File: src/rtl/tts_pkg.sv
`default_nettype none
package tts_pkg;

  // accumulator width default and queue depths (depths are powers of two)
  localparam int VALUE_BITS_DEF = 32;
  localparam int CLS_DEPTH      = 2;
  localparam int OUT_DEPTH      = 4;

  // result kinds
  localparam logic [2:0] KIND_IDENT_CHAR  = 3'd0;
  localparam logic [2:0] KIND_STRING_CHAR = 3'd1;
  localparam logic [2:0] KIND_IDENT_END   = 3'd2;
  localparam logic [2:0] KIND_STRING_END  = 3'd3;
  localparam logic [2:0] KIND_NUMBER      = 3'd4;
  localparam logic [2:0] KIND_PUNCT       = 3'd5;
  localparam logic [2:0] KIND_ERROR       = 3'd6;
  localparam logic [2:0] KIND_END         = 3'd7;

  // error codes
  localparam logic [1:0] ERR_NONE      = 2'd0;
  localparam logic [1:0] ERR_OCT_DIGIT = 2'd1;
  localparam logic [1:0] ERR_EOI_TOKEN = 2'd2;

  // characters
  localparam logic [7:0] CH_HASH   = 8'h23;
  localparam logic [7:0] CH_QUOTE  = 8'h22;
  localparam logic [7:0] CH_BSLASH = 8'h5C;
  localparam logic [7:0] CH_USCORE = 8'h5F;
  localparam logic [7:0] CH_SLASH  = 8'h2F;
  localparam logic [7:0] CH_ZERO   = 8'h30;
  localparam logic [7:0] CH_SEVEN  = 8'h37;
  localparam logic [7:0] CH_NINE   = 8'h39;
  localparam logic [7:0] CH_LF     = 8'h0A;
  localparam logic [7:0] CH_LOW_X  = 8'h78;
  localparam logic [7:0] CH_UP_X   = 8'h58;
  localparam logic [7:0] CH_SPACE  = 8'h20;
  localparam logic [7:0] CH_TAB    = 8'h09;
  localparam logic [7:0] CH_CR     = 8'h0D;
  localparam logic [7:0] CASE_DIFF = 8'h20;

  typedef struct packed {
    logic [7:0] char_code;
    logic       end_of_input;
  } in_item_t;

  typedef struct packed {
    logic [2:0]  kind;
    logic [7:0]  text_char;
    logic [31:0] number_value;
    logic [31:0] line_number;
    logic [1:0]  error_code;
    logic        last_of_run;
  } out_item_t;

  // classified character handed from front to back
  typedef struct packed {
    logic [7:0] ch;
    logic [7:0] up_ch;
    logic       eoi;
    logic       is_space;
    logic       is_digit;
    logic       is_oct_bad;
    logic       is_ident_start;
    logic       is_ident;
    logic       is_hash;
    logic       is_quote;
    logic       is_bslash;
    logic       is_nl;
    logic       is_x;
    logic       hex_ok;
    logic [3:0] hex_val;
  } cls_t;

endpackage
`default_nettype wire

File: src/rtl/tts_fifo.sv
`default_nettype none
module tts_fifo
  import tts_pkg::*;
#(
  parameter int W     = 8,
  parameter int DEPTH = 4
) (
  input  wire logic                       clk,
  input  wire logic                       rst_n,
  input  wire logic                       push_a,
  input  wire logic [W-1:0]               data_a,
  input  wire logic                       push_b,
  input  wire logic [W-1:0]               data_b,
  input  wire logic                       pop,
  output      logic [W-1:0]               head,
  output      logic [$clog2(DEPTH):0]     count
);

  localparam int AW = $clog2(DEPTH);

  logic [W-1:0]  mem_r [DEPTH];
  logic [AW-1:0] wp_r, rp_r;
  logic [AW:0]   cnt_r, cnt_nxt;

  // second push only goes with a first one
  always_comb begin
    cnt_nxt = cnt_r + (AW+1)'(push_a) + (AW+1)'(push_a & push_b) - (AW+1)'(pop);
  end

  always_ff @(posedge clk) begin
    if (!rst_n) begin
      wp_r  <= '0;
      rp_r  <= '0;
      cnt_r <= '0;
    end else begin
      cnt_r <= cnt_nxt;
      if (pop) begin
        rp_r <= rp_r + AW'(1);
      end
      if (push_a && push_b) begin
        wp_r <= wp_r + AW'(2);
      end else if (push_a) begin
        wp_r <= wp_r + AW'(1);
      end
    end
  end

  always_ff @(posedge clk) begin
    if (push_a) begin
      mem_r[wp_r] <= data_a;
    end
    if (push_a && push_b) begin
      mem_r[wp_r + AW'(1)] <= data_b;
    end
  end

  assign head  = mem_r[rp_r];
  assign count = cnt_r;

endmodule
`default_nettype wire

File: src/rtl/tts_front.sv
`default_nettype none
module tts_front
  import tts_pkg::*;
(
  input  wire logic     in_valid,
  input  wire in_item_t in_data,
  input  wire logic     q_full,
  output      logic     in_ready,
  output      logic     push,
  output      cls_t     cls
);

  logic [7:0] c;
  logic       lower, upper, digit, hex_lo, hex_up;

  assign c = in_data.char_code;

  always_comb begin
    digit  = (c >= CH_ZERO) && (c <= CH_NINE);
    lower  = (c >= 8'h61) && (c <= 8'h7A);
    upper  = (c >= 8'h41) && (c <= 8'h5A);
    hex_lo = (c >= 8'h61) && (c <= 8'h66);
    hex_up = (c >= 8'h41) && (c <= 8'h46);

    cls.ch             = c;
    cls.up_ch          = lower ? (c - CASE_DIFF) : c;
    cls.eoi            = in_data.end_of_input;
    cls.is_space       = (c == CH_SPACE) || ((c >= CH_TAB) && (c <= CH_CR));
    cls.is_digit       = digit;
    cls.is_oct_bad     = digit && (c > CH_SEVEN);
    cls.is_ident_start = lower || upper || (c == CH_USCORE);
    cls.is_ident       = lower || upper || digit || (c == CH_USCORE) || (c == CH_SLASH);
    cls.is_hash        = (c == CH_HASH);
    cls.is_quote       = (c == CH_QUOTE);
    cls.is_bslash      = (c == CH_BSLASH);
    cls.is_nl          = (c == CH_LF);
    cls.is_x           = (c == CH_LOW_X) || (c == CH_UP_X);
    cls.hex_ok         = digit || hex_lo || hex_up;
    // letters a-f / A-F: low nibble 1..6 maps to 10..15
    cls.hex_val        = digit ? c[3:0] : (c[3:0] + 4'd9);
  end

  assign in_ready = !q_full;
  assign push     = in_valid && !q_full;

endmodule
`default_nettype wire

File: src/rtl/tts_back.sv
`default_nettype none
module tts_back
  import tts_pkg::*;
#(
  parameter int VALUE_BITS = VALUE_BITS_DEF
) (
  input  wire logic      clk,
  input  wire logic      rst_n,
  input  wire logic      cls_valid,
  input  wire cls_t      cls,
  input  wire logic      room,
  output      logic      pop,
  output      logic      push_a,
  output      out_item_t res_a,
  output      logic      push_b,
  output      out_item_t res_b
);

  localparam logic [3:0] M_IDLE    = 4'd0;
  localparam logic [3:0] M_COMMENT = 4'd1;
  localparam logic [3:0] M_ZERO    = 4'd2;
  localparam logic [3:0] M_DEC     = 4'd3;
  localparam logic [3:0] M_OCT     = 4'd4;
  localparam logic [3:0] M_HEX     = 4'd5;
  localparam logic [3:0] M_IDENT   = 4'd6;
  localparam logic [3:0] M_STRING  = 4'd7;
  localparam logic [3:0] M_ESCAPE  = 4'd8;

  logic [3:0]            mode_r, mode_nxt, idle_mode;
  logic [VALUE_BITS-1:0] acc_r, acc_nxt, idle_acc, hv_ext;
  logic [31:0]           line_r, line_nxt;
  logic                  halted_r, halted_nxt;
  logic                  e0, e1, idle_emit;
  out_item_t             r0, r1, idle_res;

  function automatic out_item_t mk(input logic [2:0] kind, input logic [7:0] ch,
                                   input logic [31:0] val, input logic [1:0] err,
                                   input logic [31:0] line);
    out_item_t r;
    r.kind         = kind;
    r.text_char    = ch;
    r.number_value = val;
    r.line_number  = line;
    r.error_code   = err;
    r.last_of_run  = 1'b1;
    return r;
  endfunction

  assign pop    = cls_valid && room;
  assign hv_ext = VALUE_BITS'(cls.hex_val);

  // what a character does when no token is open
  always_comb begin
    idle_emit = 1'b0;
    idle_res  = mk(KIND_PUNCT, cls.ch, 32'd0, ERR_NONE, line_r);
    idle_mode = M_IDLE;
    idle_acc  = acc_r;
    if (cls.eoi) begin
      idle_emit = 1'b1;
      idle_res  = mk(KIND_END, 8'd0, 32'd0, ERR_NONE, line_r);
    end else if (cls.is_space) begin
      idle_mode = M_IDLE;
    end else if (cls.is_hash) begin
      idle_mode = M_COMMENT;
    end else if (cls.ch == CH_ZERO) begin
      idle_acc  = '0;
      idle_mode = M_ZERO;
    end else if (cls.is_digit) begin
      idle_acc  = hv_ext;
      idle_mode = M_DEC;
    end else if (cls.is_ident_start) begin
      idle_mode = M_IDENT;
      idle_emit = 1'b1;
      idle_res  = mk(KIND_IDENT_CHAR, cls.up_ch, 32'd0, ERR_NONE, line_r);
    end else if (cls.is_quote) begin
      idle_mode = M_STRING;
    end else begin
      idle_emit = 1'b1;
    end
  end

  always_comb begin
    mode_nxt   = mode_r;
    acc_nxt    = acc_r;
    line_nxt   = line_r;
    halted_nxt = halted_r;
    e0         = 1'b0;
    e1         = 1'b0;
    r0         = mk(KIND_END, 8'd0, 32'd0, ERR_NONE, line_r);
    r1         = r0;
    if (pop && !halted_r) begin
      case (mode_r)
        M_COMMENT: begin
          if (cls.eoi) begin
            mode_nxt = M_IDLE;
            e0       = 1'b1;
          end else if (cls.is_nl) begin
            mode_nxt = M_IDLE;
          end
        end
        M_ZERO: begin
          if (cls.eoi) begin
            mode_nxt = M_IDLE;
            e0       = 1'b1;
            r0       = mk(KIND_NUMBER, 8'd0, 32'd0, ERR_NONE, line_r);
            e1       = 1'b1;
          end else if (cls.is_x) begin
            acc_nxt  = '0;
            mode_nxt = M_HEX;
          end else if (cls.is_oct_bad) begin
            halted_nxt = 1'b1;
            mode_nxt   = M_IDLE;
            e0         = 1'b1;
            r0         = mk(KIND_ERROR, 8'd0, 32'd0, ERR_OCT_DIGIT, line_r);
          end else if (cls.is_digit) begin
            acc_nxt  = hv_ext;
            mode_nxt = M_OCT;
          end else begin
            e0       = 1'b1;
            r0       = mk(KIND_NUMBER, 8'd0, 32'd0, ERR_NONE, line_r);
            e1       = idle_emit;
            r1       = idle_res;
            mode_nxt = idle_mode;
            acc_nxt  = idle_acc;
          end
        end
        M_DEC, M_OCT, M_HEX: begin
          if (cls.eoi) begin
            halted_nxt = 1'b1;
            mode_nxt   = M_IDLE;
            e0         = 1'b1;
            r0         = mk(KIND_ERROR, 8'd0, 32'd0, ERR_EOI_TOKEN, line_r);
          end else if ((mode_r == M_DEC) && cls.is_digit) begin
            acc_nxt = (acc_r << 3) + (acc_r << 1) + hv_ext;
          end else if ((mode_r == M_OCT) && cls.is_digit) begin
            if (cls.is_oct_bad) begin
              halted_nxt = 1'b1;
              mode_nxt   = M_IDLE;
              e0         = 1'b1;
              r0         = mk(KIND_ERROR, 8'd0, 32'd0, ERR_OCT_DIGIT, line_r);
            end else begin
              acc_nxt = (acc_r << 3) + hv_ext;
            end
          end else if ((mode_r == M_HEX) && cls.hex_ok) begin
            acc_nxt = (acc_r << 4) + hv_ext;
          end else begin
            e0       = 1'b1;
            r0       = mk(KIND_NUMBER, 8'd0, 32'(acc_r), ERR_NONE, line_r);
            e1       = idle_emit;
            r1       = idle_res;
            mode_nxt = idle_mode;
            acc_nxt  = idle_acc;
          end
        end
        M_IDENT: begin
          if (cls.eoi) begin
            halted_nxt = 1'b1;
            mode_nxt   = M_IDLE;
            e0         = 1'b1;
            r0         = mk(KIND_ERROR, 8'd0, 32'd0, ERR_EOI_TOKEN, line_r);
          end else if (cls.is_ident) begin
            e0 = 1'b1;
            r0 = mk(KIND_IDENT_CHAR, cls.up_ch, 32'd0, ERR_NONE, line_r);
          end else begin
            e0       = 1'b1;
            r0       = mk(KIND_IDENT_END, 8'd0, 32'd0, ERR_NONE, line_r);
            e1       = idle_emit;
            r1       = idle_res;
            mode_nxt = idle_mode;
            acc_nxt  = idle_acc;
          end
        end
        M_STRING: begin
          if (cls.eoi) begin
            halted_nxt = 1'b1;
            mode_nxt   = M_IDLE;
            e0         = 1'b1;
            r0         = mk(KIND_ERROR, 8'd0, 32'd0, ERR_EOI_TOKEN, line_r);
          end else if (cls.is_quote) begin
            mode_nxt = M_IDLE;
            e0       = 1'b1;
            r0       = mk(KIND_STRING_END, 8'd0, 32'd0, ERR_NONE, line_r);
          end else if (cls.is_bslash) begin
            mode_nxt = M_ESCAPE;
          end else begin
            e0 = 1'b1;
            r0 = mk(KIND_STRING_CHAR, cls.ch, 32'd0, ERR_NONE, line_r);
          end
        end
        M_ESCAPE: begin
          if (cls.eoi) begin
            halted_nxt = 1'b1;
            mode_nxt   = M_IDLE;
            e0         = 1'b1;
            r0         = mk(KIND_ERROR, 8'd0, 32'd0, ERR_EOI_TOKEN, line_r);
          end else begin
            mode_nxt = M_STRING;
            e0       = 1'b1;
            r0       = mk(KIND_STRING_CHAR, cls.ch, 32'd0, ERR_NONE, line_r);
          end
        end
        default: begin
          mode_nxt = idle_mode;
          acc_nxt  = idle_acc;
          e0       = idle_emit;
          r0       = idle_res;
        end
      endcase
      if (!halted_nxt && !cls.eoi && cls.is_nl) begin
        line_nxt = line_r + 32'd1;
      end
    end
    r0.last_of_run = !e1;
  end

  assign push_a = e0;
  assign res_a  = r0;
  assign push_b = e1;
  assign res_b  = r1;

  always_ff @(posedge clk) begin
    if (!rst_n) begin
      mode_r   <= M_IDLE;
      acc_r    <= '0;
      line_r   <= 32'd1;
      halted_r <= 1'b0;
    end else begin
      mode_r   <= mode_nxt;
      acc_r    <= acc_nxt;
      line_r   <= line_nxt;
      halted_r <= halted_nxt;
    end
  end

endmodule
`default_nettype wire

File: src/rtl/text_token_scanner.sv
`default_nettype none
// channel  | ports                          | direction | carries
// ---------+--------------------------------+-----------+---------------------------------
// input    | in_valid, in_ready, in_data    | in        | one character or end of input
// result   | out_valid, out_ready, out_data | out       | one token result
//
// an accepted character is classified and queued in the same cycle; the scan engine
// takes one queued character a cycle, so one character per cycle is sustained while
// each character gives at most one result and the result side keeps up
// a character ending a number or identifier can give two results, both queued at once; the result
// queue then drains them in turn, which sets the rate on such input
// rst_n (synchronous, active low) empties both queues and sets the scanner to idle,
// line 1, accumulator zero, not halted
// a stalled result side stops the engine once under two result slots are free, then
// fills the character queue and drops in_ready; in_ready never looks at out_ready
module text_token_scanner
  import tts_pkg::*;
#(
  parameter int VALUE_BITS = VALUE_BITS_DEF
) (
  input  wire logic      clk,
  input  wire logic      rst_n,
  input  wire logic      in_valid,
  output      logic      in_ready,
  input  wire in_item_t  in_data,
  output      logic      out_valid,
  input  wire logic      out_ready,
  output      out_item_t out_data
);

  localparam int CLS_W = $bits(cls_t);
  localparam int OUT_W = $bits(out_item_t);
  localparam int CAW   = $clog2(CLS_DEPTH);
  localparam int OAW   = $clog2(OUT_DEPTH);

  // front to queue
  logic          cls_push;
  cls_t          cls_in;
  logic [CLS_W-1:0] cls_head;
  logic [CAW:0]  cls_cnt;

  // queue to back
  logic          cls_pop;
  logic          room;

  // back to result queue
  logic          push_a, push_b;
  out_item_t     res_a, res_b;
  logic [OUT_W-1:0] out_head;
  logic [OAW:0]  out_cnt;
  logic          out_pop;

  // front: classify and request a slot in the character queue
  tts_front u_front (
    .in_valid (in_valid),
    .in_data  (in_data),
    .q_full   (cls_cnt == (CAW+1)'(CLS_DEPTH)),
    .in_ready (in_ready),
    .push     (cls_push),
    .cls      (cls_in)
  );

  // short queue of classified characters
  tts_fifo #(
    .W     (CLS_W),
    .DEPTH (CLS_DEPTH)
  ) u_cls_q (
    .clk    (clk),
    .rst_n  (rst_n),
    .push_a (cls_push),
    .data_a (cls_in),
    .push_b (1'b0),
    .data_b ('0),
    .pop    (cls_pop),
    .head   (cls_head),
    .count  (cls_cnt)
  );

  // engine only runs when two result slots are free
  assign room = out_cnt <= (OAW+1)'(OUT_DEPTH - 2);

  tts_back #(
    .VALUE_BITS (VALUE_BITS)
  ) u_back (
    .clk       (clk),
    .rst_n     (rst_n),
    .cls_valid (cls_cnt != '0),
    .cls       (cls_t'(cls_head)),
    .room      (room),
    .pop       (cls_pop),
    .push_a    (push_a),
    .res_a     (res_a),
    .push_b    (push_b),
    .res_b     (res_b)
  );

  // result queue, head drives the output
  tts_fifo #(
    .W     (OUT_W),
    .DEPTH (OUT_DEPTH)
  ) u_out_q (
    .clk    (clk),
    .rst_n  (rst_n),
    .push_a (push_a),
    .data_a (res_a),
    .push_b (push_b),
    .data_b (res_b),
    .pop    (out_pop),
    .head   (out_head),
    .count  (out_cnt)
  );

  assign out_valid = out_cnt != '0;
  assign out_pop   = out_valid && out_ready;
  assign out_data  = out_item_t'(out_head);

`ifndef SYNTHESIS
  // result queue never overfills
  a_out_bound: assert property (@(posedge clk) disable iff (!rst_n)
    out_cnt <= (OAW+1)'(OUT_DEPTH))
    else $error("result queue overflow");

  // a second result only with a first one
  a_pair: assert property (@(posedge clk) disable iff (!rst_n)
    push_b |-> push_a)
    else $error("second result without first");

  // an accepted request is held in the character queue next cycle
  a_cls_held: assert property (@(posedge clk) disable iff (!rst_n)
    (in_valid && in_ready) |=> (cls_cnt != '0))
    else $error("accepted character lost");

  // engine only consumes when room for two results
  a_pop_room: assert property (@(posedge clk) disable iff (!rst_n)
    cls_pop |-> (out_cnt <= (OAW+1)'(OUT_DEPTH - 2)))
    else $error("engine popped without room");
`endif

endmodule
`default_nettype wire
File: config.mk
export PLATFORM = sky130hd
export DESIGN_NAME = text_token_scanner
export DESIGN_NICKNAME = d
export VERILOG_FILES = /design/src/rtl/tts_pkg.sv /design/src/rtl/tts_fifo.sv /design/src/rtl/tts_front.sv /design/src/rtl/tts_back.sv /design/src/rtl/text_token_scanner.sv
export SDC_FILE = /design/constraint.sdc
export NUM_CORES = 1
export LEC_CHECK = 0
export BUFFER_PORTS_ARGS = -buffer_cell sky130_fd_sc_hd__buf_2
export CORE_MARGIN = 4
export CORE_UTILIZATION = 44
export DETAILED_ROUTE_END_ITERATION = 16
export SKIP_CTS_REPAIR_TIMING = 1
export SYNTH_ARGS = -nofsm -noshare
export SYNTH_HDL_FRONTEND = slang
export SYNTH_SLANG_ARGS = --single-unit
export TNS_END_PERCENT = 20
File: constraint.sdc
create_clock -name clk -period 7.3 [get_ports clk]
set_input_delay 1.46 -clock clk [delete_from_list [all_inputs] [get_ports clk]]
set_output_delay 1.46 -clock clk [all_outputs]
set_load 0.03 [all_outputs]
; Yosys cells after proc, flatten, opt, wreduce, memory -nomap -nowiden
; Memory sizes are Yosys's and may differ from the RTL's. A register that Yosys moved wholly into a read port is not among the register bits.
; Index checks and enable logic that the tools add are counted.
[word_totals]
regBits = 80
ram_bits = 376
word_cells = 249
mem_count = 2
[memory_table]
columns = memory, words, width, rd, rd_ports_with_merged_regs, wr, line
row1 = u_out_q.mem_r, 4, 78, 1, 1, 2, tts_fifo.sv:21  ; logic [W-1:0] mem_r [DEPTH];
row2 = u_cls_q.mem_r, 2, 32, 1, 1, 1, tts_fifo.sv:21
[op_classes]
addsub = 17
n_lt_le_gt_ge = 12
eq_ne = 31
muxes = 134
bitwise = 2
n_reduce_logical = 41
[op_table]
columns = op, count
row1 = 78-bit 2-to-1 mux, 29
row2 = 32-bit 2-to-1 mux, 16
row3 = 78-bit one-hot mux with 6 select lines, 1
row4 = 78-bit one-hot mux with 3 select lines, 1
row5 = 77-bit 2-to-1 mux, 3
row6 = 32-bit one-hot mux with 4 select lines, 1
row7 = 32-bit by 4-bit adder with 32-bit output, 3
row8 = 4-bit 2-to-1 mux, 23
row9 = 76-bit 2-to-1 mux, 1
row10 = 1-bit 2-to-1 mux, 48
row11 = "8-bit by 6-bit == test with 1-bit output, second input constant", 5
row12 = "32-bit by 1-bit adder with 32-bit output, second input constant", 1
row13 = 32-bit adder, 1
row14 = "8-bit by 7-bit == test with 1-bit output, second input constant", 4
row15 = "8-bit by 7-bit less-or-equal comparator with 1-bit output, second input constant", 4
row16 = 4-bit one-hot mux with 6 select lines, 1
row17 = 1-bit logical AND, 17
row18 = "4-bit by 3-bit == test with 1-bit output, second input constant", 4
row19 = "8-bit by 7-bit greater-or-equal comparator with 1-bit output, second input constant", 2
row20 = "4-bit by 3-bit inequality test with 1-bit output, second input constant", 3
row21 = 1-bit logical OR, 9
row22 = 3-bit OR reduction, 3
row23 = "4-bit by 2-bit == test with 1-bit output, second input constant", 2
row24 = "8-bit by 4-bit == test with 1-bit output, second input constant", 1
row25 = other kinds (38), 54

; Logic depth before layout (Yosys ltp)
; Gate-level depths: netlist (run 1).
[logic_depth]
word_depth = 16
ltp_mapped = 17
depth_no_buf = 13

; Modules after synthesis
; Synthesis (run 1) repeated with hierarchy kept, for this count alone.
[hier_totals]
hier_cells = 2214
area_unflattened_um2 = 27780.4
[modules_own_cells]
columns = module, n_inst, cells_each, area_per_inst_um2, seq_area_each_um2
row1 = tts_fifo (u_out_q), 1, 808, 15632.5, 9549.2
row2 = tts_back, 1, 1114, 7987.7, 1381.3
row3 = tts_fifo (u_cls_q), 1, 195, 3468.3, 2021.9
row4 = tts_front, 1, 91, 654.4, 0.0
row5 = text_token_scanner, 1, 6, 37.5, 0.0

; Worst setup path after synthesis (run 1)
; No wires, ideal clock.
[synth_path]
path_type = flip-flop to flip-flop
startpoint = reg (tool-made name)
endpoint = reg u_back.acc_r[30]
arrival_time_ps = 4629
required_ps = 7178
slack_ps = 2549
stages_incl_launch_ff = 18
synth_period_minus_slack_ps = 4751
cell_sequence = dfxtp_1 > buf_6 > buf_4 > buf_6 > clkbuf_1 > buf_2 > mux2_2 > fa_1 > inv_1 > fa_1 > nand2b_1 > a21oi_1 > o21ai_0 > a211oi_1 > o311ai_0 > a21o_1 > and4_1 > o311a_1
[synth_rtl]
columns = item, line
row1 = end signal: assignment, tts_back.sv:229  ; acc_r <= acc_nxt;
row2 = end: declaration, tts_back.sv:30  ; logic [VALUE_BITS-1:0] acc_r, acc_nxt, idle_acc, hv_ext;

==> results of run 1 <==
[placed cells by master, fill, tap and decap left out, types with 23 or more instances in the layout]
cell	netlist	routed
o31ai_1	138	138
a21oi_1	109	109
xnor2_1	27	27
buf_2	78	92
nand2_1	141	137
dfxtp_1	223	220
o21ai_0	79	79
nand4_1	24	24
edfxtp_1	226	226
o22ai_1	35	35
clkbuf_16	0	47
mux2i_1	36	36
mux4_2	79	79
nor3_1	25	23
xor2_1	45	45
nor2_1	148	147
ha_1	77	77
nand3_1	182	182
buf_4	5	34
inv_1	34	33
and2_1	136	136
[metal layers]
| metal | vias to the layer above | GRT usage | routed length (um) |
|---|---|---|---|
| met2 | 502 | 0.359 | 30300 |
| li1 | 8461 | - | - |
| met4 | 0 | 0.0610 | 1600 |
| met1 | 8890 | 0.297 | 28300 |
| met5 | - | 0 | 0 |
| met3 | 88 | 0.0276 | 3170 |
[sequential cells by signal (all words and copies together) (netlist names), named ones only]
register / flops
u_out_q.count: 3
u_back.halted_r: 1
u_back.acc_r: 32
u_out_q.wp_r: 2
u_cls_q.rp_r: 1
u_back.line_r: 32
u_out_q.mem_r: 312
u_out_q.rp_r: 2
u_cls_q.count: 2
u_back.mode_r: 4
u_cls_q.wp_r: 1
u_cls_q.mem_r: 54
[power by group]
group | internal [mW] | switching [mW]
clock | 1.41 | 1.02
sequential | 2.93 | 0.208
combinational | 0.730 | 1.44
total | 5.07 | 2.67
[stage by stage]
stage / utilization / power, mW / worst slack, ps / hold slack (ps)
5_1_grt: 0.493 / 8.09 / 2140 / 485
3_5_place_dp: 0.463 / 5.37 / 2470 / 456
3_3_place_gp: 0.463 / 5.33 / 2550 / 449
2_1_floorplan: - / 4.74 / 2550 / 440
6_report: 0.493 / 7.74 / 2490 / 465
4_1_cts: 0.493 / 7.80 / 2480 / 468
[cells by family (layout without fill, tap and decap cells)]
| group | after synthesis | count (layout) | synth area share |
|---|---|---|---|
| xor gates and xnor gates | 72 | 72 | 0.0265 |
| AOI/OAI and AO/OA | 531 | 531 | 0.152 |
| buffers and inverters | 214 | 248 | 0.0419 |
| adders and majority gates | 81 | 81 | 0.0439 |
| DFF | 449 | 449 | 0.473 |
| and+or+nand+nor | 766 | 766 | 0.166 |
| muxes | 129 | 129 | 0.0966 |
[area by class of cell]
class / instances / area (um^2) / share of cell area
clock inverter: 22 / 235 / 0.00899
sequential: 449 / 11300 / 0.431
clock buffer: 66 / 1350 / 0.0515
timing repair buffer: 126 / 716 / 0.0274
tap: 688 / 861 / 0.0329
multi-input combinational: 1579 / 11600 / 0.444
inverter: 34 / 128 / 0.00488
[critical path, cell delays in order, from the launching register on]
cell and delay, ps:
dfxtp_2 540, buf_4 420, mux2_2 580, o311ai_4 360
a22oi_4 130, nor3_2 720, nand2_2 80, buf_4 330
nand2_2 800, buf_4 460
[how the worst max path moves through the flow]
stage | start | slack [ps] | end
after detailed placement | flop | 2470 | u_out_q.mem_r[0][21]$_DFFE_PP_
after floorplan | flop | 2550 | u_back.acc_r[30]$_SDFFE_PN0P_
after global routing | flop | 2140 | u_out_q.mem_r[0][21]$_DFFE_PP_
after CTS | flop | 2480 | u_out_q.mem_r[0][21]$_DFFE_PP_
final | flop | 2490 | u_out_q.mem_r[0][21]$_DFFE_PP_
after global placement | flop | 2550 | u_out_q.mem_r[0][21]$_DFFE_PP_
==> flow_summary.yaml, run 1 <==
global_routing:
  grt_pass1_vias: 17500
  antenna_found_initial: 0
  grt_pass1_wl_um: 99600
  grtUsageTotal: 0.215
  grt_max_degree: 74
  overflow: 0
worst_setup_path:
  r2r_setup_slack_ps: 2490
  r2r_cells: 9
  arrival_ps: 5070
  crit_fanout: 43
  cp-end-kind: "flop"
  critPathRequiredTime_ps: 7560
  cp-start-kind: "flop"
  worstReg2RegEnd: "u_out_q.mem_r[0][21]$_DFFE_PP_"
  crit_type: "reg -> reg"
placement:
  placed_cells: 2876
  gpl.final_weighted_congestion: 0.870
  io_buffers: 92
  place_area_mm2: 0.0246
  dp_hpwl_um: 41600
drt:
  via_count: 17900
  drtAntennaViolNets: 0
  drt_wl_total_um: 63400
  drt_iter0_markers: 1721
  dr.pass1.iters: 6
  via_per_inst: 6.05
  wire_per_inst_um: 21.4
  drcViolationCount: 0
timing:
  fin_tns_setup_ps: 0
  fin_crit_sh: 0.659
  final-setup-viol-count: 0
  final_hold_viol_count: 0
  clock_skew_ps: 27.5
  tightest_slew_ps: 1180
  max_slew_margin: 0.208
  rsz0062_at_grt: "no"
  max_freq_ghz: 0.208
  finalCriticalPeriod_ps: 4810
  drv_slew: 0
clocking:
  cts_tree: "yes"
  insertion_delay_ps: 590
  clk_pin_slew_ps: 60
  numCtsBuffers: 47
  clock_sinks: 449
  h-tree-depth: 2
  cts-root-buf: "clkbuf_16"
  cts_buffer_depth: 3
yosys:
  ys_seq_area_frac: 0.473
  synth-edff-count: 226
  yosysUniqueCellTypes: 86
  synthTopCellsByArea: "edfxtp_1 (29%), dfxtp_1 (19%), mux4_2 (7.5%)"
  synth_ff_type: "edfxtp_1"
  syn-num-nets: 2336
  post-synth-top-count-cell: "edfxtp_1"
  synth_seq_cells: 449
  postSynthAreaPerCell_um2: 10.6
  synth_top_area_cell: "edfxtp_1"
  syn_inst: 2242
  post-synth-top-area-fraction: 0.285
  yosys_warnings: 0
  async_flop_share: 0
  syn-cell-area_mm2: 0.0238
  ys_top_cells_by_count: "edfxtp_1 (226), dfxtp_1 (223), nand3_1 (182), nor2_1 (148), nand2_1 (141)"
finish:
  syn2layout_area_growth_pct: 9.95
  fill_cells: 4756
  finalNonFillerCells: 2964
  final_net_count: 2331
  fin_area_mm2: 0.0262
  layout-drive-gt1-share: 0.150
  diodes: 0
floorplan:
  core_area_mm2: 0.0531
  die_h_um: 241
  num_rows: 84
  start_util: 0.448
  dieArea_mm2: 0.0578
  ios: 93
  die_w_um: 241
power_and_ir_drop:
  ir_drop_mv: 0.167
  power_density_mw_per_mm2: 296
  p_leak_nw: 9.42
run:
  maxCapViolCount: 0
hold_path:
  whs_path_depth: 2
  min_from: "u_out_q.mem_r[1][40]$_SDFFE_PP0P_"
  worstHoldEndpoint: "u_out_q.mem_r[1][40]$_SDFFE_PP0P_"
  hp-class: "reg -> reg"
run_status:
  outcome: "completed"
Note: power is estimated with default switching activity, not from simulation.
==> inputs of run 2 (changes only) <==
- ABC_AREA: unset -> 1
- clock period: 7.3 -> 4.7 ns (I/O delays scaled with it)
==> run 2 against run 1 <==
  * Hold slack got worse by 15 ps
  * Synthesized cell count rose by 54%
  * Clock skew fell by 3.4 ps
  * Global-route usage rose by 3.7 points
  * Final area rose by 6.4%
  * Routed wire length rose by 25%
  * Critical path type is now reg -> out
  * Worst setup slack got worse by 1700 ps
  * Register-to-register slack got worse by 1500 ps
  * Core utilization fell by 0.29 points
==> flow_summary.yaml, run 2 <==
run_status:
  outcome: "completed"
global_routing:
  grt_pass1_wl_um: 124000
  antenna_found_initial: 1
  grt_max_degree: 78
  overflow: 0
  grt_pass1_vias: 22200
  grtUsageTotal: 0.252
timing:
  fin_crit_sh: 0.828
  max_freq_ghz: 0.257
  drv_slew: 0
  fin_tns_setup_ps: 0
  final-setup-viol-count: 0
  clock_skew_ps: 24.1
  finalCriticalPeriod_ps: 3890
  tightest_slew_ps: 1200
  max_slew_margin: 0.196
  final_hold_viol_count: 0
  fin_hold_ws_ps: 450
  rsz0062_at_grt: "no"
worst_setup_path:
  cp_cell_sequence: "buf_4 -> o21ai_0 -> o22ai_1 -> buf_2"
  crit_fanout: 49
  path_delay_family: "buffers and inverters"
  r2r_setup_slack_ps: 1000
  cp-start-kind: "flop"
  crit_type: "reg -> out"
  slowest_stage: "dfxtp_2"
  worstReg2RegEnd: "u_back.acc_r[31]$_SDFFE_PN0P_"
  r2r_cells: 16
  critPathRequiredTime_ps: 3760
  cp_num_buf_inv: 2
  arrival_ps: 2950
  max_stage_delay_ps: 810
  cp-end-kind: "primary output"
floorplan:
  start_util: 0.447
  num_rows: 87
  ios: 93
  die_w_um: 248
  core_area_mm2: 0.0568
  dieArea_mm2: 0.0616
  die_h_um: 248
drt:
  via_per_inst: 5.50
  drtAntennaViolNets: 0
  via_count: 23400
  drcViolationCount: 0
  drt_iter0_markers: 2093
  dr.pass1.iters: 6
  drt_wl_total_um: 79500
  wire_per_inst_um: 18.7
yosys:
  post-synth-top-area-fraction: 0.267
  synthTopCellsByArea: "edfxtp_1 (27%), dfxtp_1 (18%), nand2_1 (14%)"
  async_flop_share: 0
  yosys_warnings: 0
  syn_inst: 3446
  synth_ff_type: "edfxtp_1"
  synth_top_area_cell: "edfxtp_1"
  ys_top_cells_by_count: "nand2_1 (974), nor2_1 (510), o21ai_0 (283), inv_1 (268), edfxtp_1 (226)"
  synth_seq_cells: 449
  postSynthAreaPerCell_um2: 7.37
  syn-cell-area_mm2: 0.0254
  post-synth-top-count-cell: "nand2_1"
  syn-num-nets: 3540
  yosysUniqueCellTypes: 53
  ys_seq_area_frac: 0.443
  synth-edff-count: 226
finish:
  layout-drive-gt1-share: 0.0764
  largest_reg_flops: 312
  final_common_cell: "nand2_1"
  largestRegisters: "u_out_q.mem_r (312), u_cls_q.mem_r (54)"
  syn2layout_area_growth_pct: 9.58
  final_net_count: 3552
  fill_cells: 5671
  top_register: "u_out_q.mem_r"
  layout_common_cells: "nand2_1 (974), nor2_1 (506), o21ai_0 (283)"
  diodes: 0
hold_path:
  worstHoldEndpoint: "u_out_q.mem_r[2][1]$_SDFFE_PP0P_"
  min_from: "u_out_q.mem_r[2][1]$_SDFFE_PP0P_"
  whs_path_depth: 2
  hp-class: "reg -> reg"
clocking:
  clock_sinks: 449
  h-tree-depth: 2
  clk_pin_slew_ps: 60
  cts_tree: "yes"
  cts-root-buf: "clkbuf_16"
  numCtsBuffers: 47
  insertion_delay_ps: 600
  cts_buffer_depth: 3
placement:
  dp_hpwl_um: 53400
  gpl.final_weighted_congestion: 0.907
  io_buffers: 92
power_and_ir_drop:
  ir_drop_mv: 0.270
  power_mw: 15.7
  power_density_mw_per_mm2: 565
  p_leak_nw: 12.0
run:
  maxCapViolCount: 0
run 2: per-layer routing:
metal,GRT usage,vias to the layer above,wire (um)
met1,0.351,11000,35200
met4,0.0675,0,1830
met5,0,-,0
met2,0.414,880,36800
met3,0.0354,123,5630
li1,-,11400,-
run 2: final cells by class:
cell class / count / area (um^2) / share of cell area
multi-input cells: 2551 / 12200 / 0.439
flip-flops and latches: 449 / 11300 / 0.404
clock buffers: 61 / 1270 / 0.0456
inverters: 283 / 1070 / 0.0385
well taps: 756 / 946 / 0.0340
repair buffers: 126 / 766 / 0.0275
clock inverters: 27 / 307 / 0.0110
run 2: kinds of logic after synthesis:
kind of cell             after synthesis  share of synthesized area
AO/OA/AOI/OAI                        579                      0.122
AND/OR/NAND/NOR                     1842                      0.300
adder cells (fa/ha/maj)               81                     0.0411
multiplexers                           1                   0.000394
flip-flops                           449                      0.443
buffers and inverters                446                     0.0767
XOR/XNOR                              48                     0.0166
run 2: worst max-delay path by stage:
stage / start / end / slack, ps / depth (start not counted)
after floorplan: flop / u_back.acc_r[24]$_SDFFE_PN0P_ / 1360 / 21
after global placement: flop / u_back.acc_r[24]$_SDFFE_PN0P_ / 1050 / 17
after detailed placement: flop / u_back.acc_r[24]$_SDFFE_PN0P_ / 1050 / 17
after CTS: flop / out_data[2] / 740 / 5
after global routing: flop / out_data[2] / 580 / 5
final: flop / out_data[66] / 810 / 4
run 2: worst reg2reg max path: cells and delay by family (launching register included):
kind,cells,cell delay [ps]
AND/OR/NAND/NOR,12,1710
AO/OA/AOI/OAI,1,480
adder cells (fa/ha/maj),2,860
buffers and inverters,1,230
flip-flops,1,360
run 2: per-stage QoR:
| stage | cells | setup slack (ps) | utilization | instance area (um^2) |
|---|---|---|---|---|
| 2_1_floorplan | 3446 | 1360 | - | 25400 |
| 3_3_place_gp | 4165 | 1050 | 0.462 | 26300 |
| 3_5_place_dp | 4165 | 1050 | 0.462 | 26300 |
| 4_1_cts | 4253 | 739 | 0.490 | 27800 |
| 5_1_grt | 4253 | 583 | 0.490 | 27800 |
| 6_report | 4253 | 807 | 0.490 | 27800 |
run 2: report_power, final:
group	leakage, nW	internal, mW	total (mW)	switching, mW
logic	7.20	1.79	6.68	4.89
registers	3.98	4.66	5.20	0.536
clock network	0.777	2.21	3.84	1.63
total	12.0	8.66	15.7	7.06
==> inputs of run 3 (changes only) <==
- ABC_AREA: 1 -> 0
- clock period: 4.7 -> 3.9 ns (I/O delays scaled with it)
==> run 3 against run 2 <==
  * Hold slack worse by 39 ps
  * Clock power up 11%
  * Critical path type is now reg -> reg
  * Sequential share of layout area up 1.8 points
  * Combinational power down 35%
  * Highest routed layer unchanged
  * Sequential cell count unchanged
  * Critical path depth up 8
  * Sequential power up 11%
  * Largest cell class unchanged
==> flow_summary.yaml, run 3 (synthesis gave the netlist of run 1 again) <==
global_routing:
  antenna_found_initial: 0
  grt_max_degree: 74
  grt_pass1_wl_um: 102000
  grt_pass1_vias: 17900
  grtUsageTotal: 0.220
  overflow: 0
timing:
  fin_hold_ws_ps: 411
  drv_slew: 0
  max_slew_margin: 0.225
  max_freq_ghz: 0.274
  final_hold_viol_count: 0
  finalCriticalPeriod_ps: 3660
  fin_tns_setup_ps: 0
  fin_crit_sh: 0.937
  tightest_slew_ps: 1160
  rsz0062_at_grt: "no"
  clock_skew_ps: 15.8
  final-setup-viol-count: 0
drt:
  wire_per_inst_um: 21.4
  via_count: 18200
  drt_wl_total_um: 64600
  drt_iter0_markers: 1595
  drcViolationCount: 0
  via_per_inst: 6.04
  drtAntennaViolNets: 0
  dr.pass1.iters: 5
power_and_ir_drop:
  p_leak_nw: 9.68
  p_seq_frac: 0.401
  power_density_mw_per_mm2: 541
  switching_share: 0.349
  netSwitchingPower_mw: 5.04
  clkPwrFrac: 0.297
  internal-power_mw: 9.39
  comb_power_share: 0.303
  ir_drop_mv: 0.357
placement:
  dp_hpwl_um: 42900
  io_buffers: 92
  gpl.final_weighted_congestion: 0.948
finish:
  layout_common_cells: "edfxtp_1 (226), dfxtp_1 (220), nand3_1 (182)"
  largest_reg_flops: 312
  diodes: 0
  largestRegisters: "u_out_q.mem_r (312), u_cls_q.mem_r (54)"
  regArea_mm2: 0.0113
  layout-drive-gt1-share: 0.168
  final_net_count: 2383
  syn2layout_area_growth_pct: 12.1
  final_common_cell: "edfxtp_1"
  fill_cells: 4761
  top_register: "u_out_q.mem_r"
  multiInputGateArea_mm2: 0.0116
floorplan:
  dieArea_mm2: 0.0578
  start_util: 0.448
  die_w_um: 241
  core_area_mm2: 0.0531
  num_rows: 84
  ios: 93
  die_h_um: 241
clocking:
  cts_tree: "yes"
  cts_buffer_depth: 3
  insertion_delay_ps: 590
  cts-root-buf: "clkbuf_16"
  clk_pin_slew_ps: 60
  h-tree-depth: 2
  numCtsBuffers: 47
  clock_sinks: 449
run:
  maxCapViolCount: 0
worst_setup_path:
  arrival_ps: 4120
  critPathRequiredTime_ps: 4360
  crit_type: "reg -> reg"
  r2r_cells: 12
  worstReg2RegEnd: "u_back.acc_r[31]$_SDFFE_PN0P_"
  cp-end-kind: "flop"
  cp-start-kind: "flop"
  r2r_setup_slack_ps: 240
  crit_fanout: 5
run_status:
  outcome: "completed"
hold_path:
  min_from: "in_data[0]"
  whs_path_depth: 1
  worstHoldEndpoint: "u_cls_q.mem_r[1][15]$_DFFE_PP_"
  hp-class: "in -> reg"
-- run 3: critical path: stages, from the launching register on --
cell	delay [ps]
dfxtp_2	370
mux2_4	350
fa_1	460
ha_1	290
a21o_1	130
and3_1	240
o21ai_0	140
buf_4	170
a211oi_1	510
o2111ai_1	230
a31oi_1	380
a211o_1	190
o211ai_1	80
-- run 3: layout make-up --
type | instances | share of cell area
tap | 688 | 0.0323
timing repair buffer | 178 | 0.0490
multi-input combinational | 1579 | 0.437
clock buffer | 63 | 0.0464
inverter | 34 | 0.00479
sequential | 449 | 0.422
clock inverter | 24 | 0.00831
-- run 3: metrics by stage --
stage	instance area [um^2]	util	setup WS (ps)	total power, mW	std cells
after floorplan	23900	-	9.80	8.91	2242
after global placement	25200	0.475	314	10.2	2928
after detailed placement	25200	0.475	297	10.3	2928
after CTS	26700	0.502	269	14.6	3015
after global routing	26700	0.502	13.2	15.1	3015
final	26700	0.502	244	14.4	3015
-- run 3: how the worst max path moves through the flow --
stage | from | to | slack (ps)
2_1_floorplan | flop | u_back.acc_r[30]$_SDFFE_PN0P_ | 10
3_3_place_gp | flop | u_back.acc_r[31]$_SDFFE_PN0P_ | 310
3_5_place_dp | flop | u_back.acc_r[31]$_SDFFE_PN0P_ | 300
4_1_cts | flop | u_back.acc_r[31]$_SDFFE_PN0P_ | 270
5_1_grt | flop | u_back.acc_r[31]$_SDFFE_PN0P_ | 10
6_report | flop | u_back.acc_r[31]$_SDFFE_PN0P_ | 240
-- run 3: power by group through the flow --
stage | Clock [mW] | Combinational [mW] | Sequential (mW)
final | 4.28 | 4.36 | 5.78
after global routing | 4.57 | 4.70 | 5.84
after CTS | 4.39 | 4.39 | 5.79
after detailed placement | 0 | 4.37 | 5.89
after global placement | 0 | 4.35 | 5.87
after floorplan | 0 | 3.21 | 5.70
-- run 3: metal layers --
metal	vias to the layer above	wire length, um	global-route usage
met3	129	3660	0.0299
met1	8950	28600	0.305
li1	8555	-	-
met2	583	30500	0.362
met5	-	0	0
met4	0	1860	0.0635
